[src/rtl/free_list_insert_coalesce_macros.svh]
// Assertion macros for the free-list coalescing block.
`ifndef FREE_LIST_INSERT_COALESCE_MACROS_SVH
`define FREE_LIST_INSERT_COALESCE_MACROS_SVH

`ifndef SYNTHESIS

// Same-cycle implication, checked out of reset
`define FLIC_ASSERT_IMPL(lbl, ante, cons, msg) \
    lbl: assert property (@(posedge aclk) disable iff (!aresetn) (ante) |-> (cons)) \
        else $error(msg);

// Next-cycle implication, checked out of reset
`define FLIC_ASSERT_NEXT(lbl, ante, cons, msg) \
    lbl: assert property (@(posedge aclk) disable iff (!aresetn) (ante) |=> (cons)) \
        else $error(msg);

`else

`define FLIC_ASSERT_IMPL(lbl, ante, cons, msg)
`define FLIC_ASSERT_NEXT(lbl, ante, cons, msg)

`endif

`endif

[src/rtl/flic_pkg.sv]
// Shared types and constants for the free-list coalescing block.
`timescale 1ns / 1ps
package flic_pkg;

    localparam int TABLE_DEPTH = 16;
    localparam int ADDR_BITS   = 32;
    localparam int CNT_W       = $clog2(TABLE_DEPTH + 1);
    localparam int STATUS_W    = 3;

    typedef logic [ADDR_BITS-1:0] addr_t;
    typedef logic [CNT_W-1:0]     cnt_t;

    // Result status codes
    typedef enum logic [STATUS_W-1:0] {
        STAT_INSERT     = 3'd0,
        STAT_MERGE_NEXT = 3'd1,
        STAT_MERGE_PREV = 3'd2,
        STAT_MERGE_BOTH = 3'd3,
        STAT_FULL       = 3'd4,
        STAT_OVERLAP    = 3'd5
    } status_t;

    // Table operation applied to the cell row
    typedef enum logic [2:0] {
        OP_NONE,
        OP_INSERT,
        OP_MERGE_NEXT,
        OP_MERGE_PREV,
        OP_MERGE_BOTH
    } op_t;

    // One held free block
    typedef struct packed {
        addr_t start;
        addr_t size;
    } entry_t;

    // Freed block broadcast to every cell
    typedef struct packed {
        addr_t s;
        addr_t z;
        addr_t lim;   // s + z
    } bcast_t;

    // Control from the sequencer to every cell
    typedef struct packed {
        logic eval;
        logic apply;
        op_t  op;
    } cell_ctrl_t;

    // Registered position/compare flags of one cell
    typedef struct packed {
        logic prev;   // last block below the freed start
        logic next;   // first valid block at or above the freed start
        logic ovl;    // overlap against the freed block
        logic tp;     // previous block ends at the freed start
        logic tn;     // freed block ends at this block's start
    } cell_flag_t;

endpackage

[src/rtl/flic_cell.sv]
// One table cell: holds a free block, locates it against the freed block, shifts and merges.
`timescale 1ns / 1ps
module flic_cell (
    input  logic                aclk,
    input  logic                aresetn,
    input  logic                valid_i,      // entry holds a block
    input  flic_pkg::bcast_t    bcast_i,
    input  flic_pkg::cell_ctrl_t ctrl_i,
    input  flic_pkg::entry_t    left_i,       // neighbor below
    input  flic_pkg::entry_t    right_i,      // neighbor above
    input  logic                lt_left_i,    // neighbor below starts under the freed start
    input  logic                lt_right_i,   // neighbor above starts under the freed start
    output logic                lt_o,
    output flic_pkg::entry_t    entry_o,
    output flic_pkg::cell_flag_t flag_o,
    output flic_pkg::entry_t    res_o         // updated entry when this cell holds the result
);
    import flic_pkg::*;

    entry_t     entry_reg, entry_next;
    cell_flag_t flag_reg, flag_next;
    logic       lt_reg, lt_next;
    logic       at_reg, at_next;
    logic       sel;
    logic [ADDR_BITS:0] pend;

    // Block sits below the freed start
    assign lt_o    = valid_i && (entry_reg.start < bcast_i.s);
    assign entry_o = entry_reg;
    assign flag_o  = flag_reg;
    assign pend    = {1'b0, entry_reg.start} + {1'b0, entry_reg.size};

    // Locate and compare against the freed block
    always_comb begin
        flag_next = flag_reg;
        lt_next   = lt_reg;
        at_next   = at_reg;
        if (ctrl_i.eval) begin
            lt_next        = lt_o;
            at_next        = !lt_o && lt_left_i;
            flag_next.prev = lt_o && !lt_right_i;
            flag_next.next = valid_i && !lt_o && lt_left_i;
            flag_next.ovl  = (flag_next.prev && (pend > {1'b0, bcast_i.s})) ||
                             (flag_next.next && (bcast_i.lim > entry_reg.start));
            flag_next.tp   = flag_next.prev && (pend == {1'b0, bcast_i.s});
            flag_next.tn   = flag_next.next && (bcast_i.lim == entry_reg.start);
        end
    end

    // Shift, insert or merge
    always_comb begin
        entry_next = entry_reg;
        sel        = 1'b0;
        case (ctrl_i.op)
            OP_INSERT: begin
                if (at_reg) begin
                    entry_next.start = bcast_i.s;
                    entry_next.size  = bcast_i.z;
                end else if (!lt_reg) begin
                    entry_next = left_i;
                end
            end
            OP_MERGE_NEXT: begin
                if (flag_reg.next) begin
                    entry_next.start = bcast_i.s;
                    entry_next.size  = entry_reg.size + bcast_i.z;
                    sel              = 1'b1;
                end
            end
            OP_MERGE_PREV: begin
                if (flag_reg.prev) begin
                    entry_next.size = entry_reg.size + bcast_i.z;
                    sel             = 1'b1;
                end
            end
            OP_MERGE_BOTH: begin
                if (flag_reg.prev) begin
                    entry_next.size = entry_reg.size + bcast_i.z + right_i.size;
                    sel             = 1'b1;
                end else if (!lt_reg) begin
                    entry_next = right_i;
                end
            end
            default: begin
                entry_next = entry_reg;
            end
        endcase
    end

    assign res_o = sel ? entry_next : '0;

    // Payload holds no reset
    always_ff @(posedge aclk) begin
        if (ctrl_i.apply) begin
            entry_reg <= entry_next;
        end
    end

    always_ff @(posedge aclk) begin
        if (!aresetn) begin
            flag_reg <= '0;
            lt_reg   <= 1'b0;
            at_reg   <= 1'b0;
        end else begin
            flag_reg <= flag_next;
            lt_reg   <= lt_next;
            at_reg   <= at_next;
        end
    end

endmodule

[config.mk]
export PLATFORM = sky130hd
export DESIGN_NAME = flic_cell
export DESIGN_NICKNAME = d
export VERILOG_FILES = /design/src/rtl/free_list_insert_coalesce_macros.svh /design/src/rtl/flic_pkg.sv /design/src/rtl/flic_cell.sv
export SDC_FILE = /design/constraint.sdc
export NUM_CORES = 1
export LEC_CHECK = 0
export BUFFER_PORTS_ARGS = -buffer_cell sky130_fd_sc_hd__buf_4
export CELL_PAD_IN_SITES_DETAIL_PLACEMENT = 1
export CELL_PAD_IN_SITES_GLOBAL_PLACEMENT = 2
export CORE_UTILIZATION = 27
export DETAILED_ROUTE_END_ITERATION = 10
export PLACE_DENSITY = 0.78
export SYNTH_ARGS = -nofsm -noshare
export SYNTH_HDL_FRONTEND = slang
export SYNTH_SLANG_ARGS = --single-unit
[constraint.sdc]
create_clock -name aclk -period 4.3 [get_ports aclk]
set_input_delay 0.215 -clock aclk [delete_from_list [all_inputs] [get_ports aclk]]
set_output_delay 0.215 -clock aclk [all_outputs]
set_load 0.1 [all_outputs]
* Word level (Yosys, flattened, before mapping) *
Cells that the tools add are included.

storage, ports and cells
  register bits = 71
  input port bits = 234
  output and inout bits = 134
  logic and storage cells = 47

cells by class
  $add $sub $neg = 3
  order comparisons = 3
  equality and inequality tests = 6
  muxes and demuxes = 13
  reductions and logical operators = 13

operators by type and width
  cell                                                 count
  two-way mux 64 bit                                   5
  case mux 32 bit (4 select lines)                     1
  two-way mux 32 bit                                   3
  case mux 32 bit (3 select lines)                     1
  adder 32 bit                                         2
  adder 32 x 32 -> 33 bit                              1
  equality test 33 x 32 -> 1 bit                       1
  greater-than comparator 33 x 32 -> 1 bit             1
  equality test 32 bit                                 1
  greater-than comparator 32 bit                       1
  less-than comparator 32 bit                          1
  logical AND 1 bit                                    9
  equality test 3 x 2 -> 1 bit, second input constant  2
  equality test 3 x 1 -> 1 bit, second input constant  1
  equality test 3 bit, second input constant           1
  logical NOT 1 bit                                    2
  two-way mux 1 bit                                    2
  case mux 1 bit (2 select lines)                      1
  OR reduction 2 bit                                   1
  logical OR 1 bit                                     1

* Depth between registers and ports, before layout *
  word-level depth = 7
  depth in mapped cells = 21
  depth with buffers taken out = 21

* Worst setup path before layout *
Ideal clock, no wire load.

  kind = register to output
  start = register entry_reg (netlist bit entry_o[0])
  end = output res_o[31] (netlist name)
  arrival = 6.946 ns
  data required time = 4.085 ns
  setup slack = -2.861 ns
  cell stages (with the launch flop) = 19
  path buffers = 1
  path through = edfxtp_1 ha_1 fa_1 a211oi_1 o21ai_0 a41oi_1 o31a_1 o31ai_1 o31a_1 xor2_1 ha_1 clkbuf_1 a21o_1 a21o_1 a21oi_1 a21boi_0 o21ai_0 xnor3_1 o21ai_0

RTL lines
  element                   line             text
  start: declaration        flic_cell.sv:20  entry_t entry_reg, entry_next;
  start signal: assignment  flic_cell.sv:95  entry_reg <= entry_next;
  end: declaration          flic_cell.sv:16  output flic_pkg::entry_t res_o

==> flow_metrics.env <==
export IMPL_worstReg2RegStart="entry_o[0]$_DFFE_PP_"
export IMPL_p_comb_share_pct=75.6
export IMPL_vias_per_cell=5.46
export IMPL_initial_core_util_pct=27.6
export IMPL_grt_first_pass_wirelength_um=96500
export IMPL_hp_class="in -> reg"
export IMPL_p_switching_mw=3.49
export IMPL_antenna_found_initial=2
export IMPL_cp_end_kind="output pin"
export IMPL_synth_flop_cell="edfxtp_1"
export IMPL_port_buffer_count=367
export IMPL_clock_power_share_pct=11.3
export IMPL_dieHeight_um=216
export IMPL_drv_slew=0
export IMPL_timing_fmax_ghz=0.196
export IMPL_area_delta_synth_final_pct=62.8
export IMPL_netlist_area_um2=12300
export IMPL_grt_pass1_vias=16262
export IMPL_finalCritPeriodShare_pct=118
export IMPL_clkLatencyLatePin_ns=0.39
export IMPL_grt_start_max_net_pins=65
export IMPL_synth_avg_cell_area_um2=7.85
export IMPL_postCtsHoldBufs=0
export IMPL_cp_startpoint="entry_o[0]$_DFFE_PP_"
export IMPL_setup_viol=38
export IMPL_clk_pin_slew_ns=0.07
export IMPL_p_per_area_nw_per_um2=365
export IMPL_fin_hold_ws_ns=0.122
export IMPL_wl_per_cell_um=23.0
export IMPL_crit_path_end="res_o[27]"
export IMPL_cts_num_sinks=71
export IMPL_synth_enable_flop_cells=64
export IMPL_critPathMaxFanout=3
export IMPL_overflow=0
export IMPL_placed_area_um2=18100
export IMPL_seq_power_share_pct=13.1
export IMPL_cts_tree="built"
export IMPL_diodes=0
export IMPL_worstRegToRegCells=24
export IMPL_ant_nets=0
export IMPL_io_pins=368
export IMPL_synth_cell_type_count=65
export IMPL_synth_top_area_share_pct=19.7
export IMPL_arrival_ns=4.88
export IMPL_r2r_end="entry_o[26]$_DFFE_PP_"
export IMPL_cp_start_kind="flip-flop"
export IMPL_required_ns=4.09
export IMPL_fin_worst_skew_ns=0.0141
export IMPL_die_area_um2=46500
export IMPL_drcViolationCount=0
export IMPL_fin_nets=2631
export IMPL_largest_reg_flops=64
export IMPL_htree_levels=3
export IMPL_design_area_um2=20100
export IMPL_vias=15281
export IMPL_yosysTopAreaCell="ha_1"
export IMPL_wl_um=64400
export IMPL_p_leak_nw=9.43
export IMPL_violations="setup timing"
export IMPL_ys_ff_latch=71
export IMPL_num_rows=77
export IMPL_intPower_mw=3.82
export IMPL_cap_violations=0
export IMPL_synth_area_leaders="ha_1 (20%), edfxtp_1 (16%), a21oi_1 (5.6%)"
export IMPL_worstMarginPinSlew_ns=1.05
export IMPL_switching_share_pct=47.8
export IMPL_dp_final_hpwl_um=51000
export IMPL_core_area_um2=44600
export IMPL_grt_use_total_pct=27.0
export IMPL_drt_iter0_markers=963
export IMPL_gp_congestion=0.909
export IMPL_clockBufferDepth=2
export IMPL_syn_inst=1570
export IMPL_slew_headroom_pct=30.3
export IMPL_yosysWarnings=0
export IMPL_post_place_ws_ns=-0.528
export IMPL_hold_violations=0
export IMPL_drive_above_1_share_pct=40.7
export IMPL_ir_worst_vdd_uv=155
export IMPL_path_class="reg -> out"
export IMPL_post_route_min_period_ns=5.09
export IMPL_cts_made_buffers=9
export IMPL_synth_nets=2001
export IMPL_fin_ws_ns=-0.794
export IMPL_dieWidth_um=216
export IMPL_outcome="finished, violations left"
export IMPL_clock_root_buffer="clkbuf_16"
export IMPL_drt_pass1_iterations=7
export IMPL_ys_seq_area_share_pct=16.7
export IMPL_rsz0062_at_grt="yes"
export IMPL_regToRegSetupSlack_ns=-0.40
export IMPL_ys_async_sr_fraction_pct=0
cell families (layout without fill, tap and decap cells):
| family | Yosys count | count (layout) | share of synthesized area [%] |
|---|---|---|---|
| AO/OA/AOI/OAI | 591 | 591 | 32.3 |
| AND/OR/NAND/NOR | 437 | 437 | 17.1 |
| adder cells (fa/ha/maj) | 197 | 197 | 20.2 |
| buffers and inverters | 156 | 791 | 4.75 |
| XOR/XNOR | 81 | 81 | 5.87 |
| flip-flops | 71 | 71 | 16.7 |
| multiplexers | 37 | 37 | 3.04 |
cell type report:
class / instances / area (um2)
Clock buffer: 14 / 244
Clock inverter: 2 / 35.0
Fill cell: 5278 / 24600
Inverter: 90 / 338
Multi-Input combinational cell: 1343 / 11000
Sequential cell: 71 / 2070
Tap cell: 592 / 741
Timing Repair Buffer: 685 / 5600
layer usage:
layer | share of wire, % | track usage (%) | vias up
li1 | - | - | 7224
met1 | 46 | 35.6 | 7549
met2 | 47 | 45.7 | 439
met3 | 4.3 | 2.92 | 69
met4 | 2.7 | 8.96 | 0
met5 | 0 | 0 | -
through the flow:
stage          instances  TNS, ns  utilization (%)  total power [mW]
6_report            2797   -15.45             45.0              7.31
5_1_grt             2797   -23.46             45.0              7.76
4_1_cts             2785   -13.67             43.8              6.96
3_5_place_dp        2733   -10.21             40.7              5.68
3_3_place_gp        2733    -7.22             40.7              5.59
2_1_floorplan       1570   -15.88                -              3.77
power by group through the flow:
stage          clock, mW  combinational (mW)  sequential, mW
6_report           0.826                5.53           0.960
5_1_grt            0.865                5.93           0.965
4_1_cts            0.844                5.16           0.957
3_5_place_dp           0                4.71           0.972
3_3_place_gp           0                4.62           0.970
2_1_floorplan          0                2.36            1.41
worst min path at each step:
stage / slack, ns / end / start / depth (start not counted)
4_1_cts: 0.11 / at_reg$_SDFFE_PN0P_ / aresetn / 2
3_5_place_dp: 0.52 / flag_o[0]$_SDFFE_PN0P_ / aresetn / 2
3_3_place_gp: 0.51 / flag_o[0]$_SDFFE_PN0P_ / aresetn / 2
5_1_grt: 0.14 / at_reg$_SDFFE_PN0P_ / aresetn / 2
6_report: 0.12 / at_reg$_SDFFE_PN0P_ / aresetn / 2
2_1_floorplan: 0.33 / entry_o[0]$_DFFE_PP_ / ctrl_i[3] / 0
repair_timing:
item / 4_1_cts / 5_1_grt
gates resized for setup: 178 / 94
endpoints found under the setup margin: 40 / 45
pin swaps: 85 / 96
buffers inserted: 39 / 24
layout by cell type, fill, tap and decap left out, types with 13 or more instances in the layout:
cell type / synthesis / layout
buf_4: 0 / 632
ha_1: 194 / 180
nand2_1: 123 / 113
nor2_1: 117 / 110
a21oi_1: 138 / 109
inv_1: 89 / 89
o21ai_0: 122 / 86
a21o_1: 79 / 79
edfxtp_1: 64 / 64
and2_1: 57 / 45
a22oi_1: 39 / 37
a221o_1: 36 / 36
xnor2_1: 53 / 34
mux2i_1: 34 / 33
buf_12: 0 / 29
nand4_1: 28 / 28
nand3_1: 30 / 25
buf_6: 0 / 24
a21oi_2: 0 / 19
xor2_1: 27 / 19
a211oi_1: 22 / 17
a222oi_1: 17 / 17
nor2b_1: 16 / 16
o21a_1: 17 / 16
xnor2_2: 0 / 16
o21ai_1: 1 / 14
o211ai_1: 13 / 13
o21ai_2: 0 / 13
synthesized netlist by cell type, drive strengths merged (7+ instances only):
library cell / number
o21ai: 123
a22oi: 39
o211ai: 13
edfxtp: 64
clkbuf: 62
mux2i: 34
a31oi: 17
a221o: 36
xor2: 27
dfxtp: 7
xnor2: 53
nor3: 16
o21a: 17
a31o: 7
nand2: 123
ha: 194
nor2b: 16
nor2: 117
a21oi: 138
a222oi: 17
a211oi: 23
a221oi: 7
a21o: 79
a211o: 11
nand2b: 15
nand4: 28
inv: 89
a21boi: 9
nand3: 30
o21bai: 10
and2: 58
worst max-delay path, cell delays in order (launching register included):
cell      delay (ns)
edfxtp_1        0.44
ha_4            0.21
buf_6           0.12
a211oi_4        0.26
o21ai_2         0.10
o2111a_2        0.29
o41a_1          0.47
a41o_4          0.35
a31oi_4         0.20
xnor2_2         0.10
ha_1            0.35
buf_6           0.13
nand4_1         0.15
buf_4           0.14
o21a_1          0.13
o21ai_1         0.08
a222oi_1        0.35
nor3b_2         0.31
o21ai_4         0.11
buf_12          0.18
Note: power is estimated with default switching activity, not from simulation.
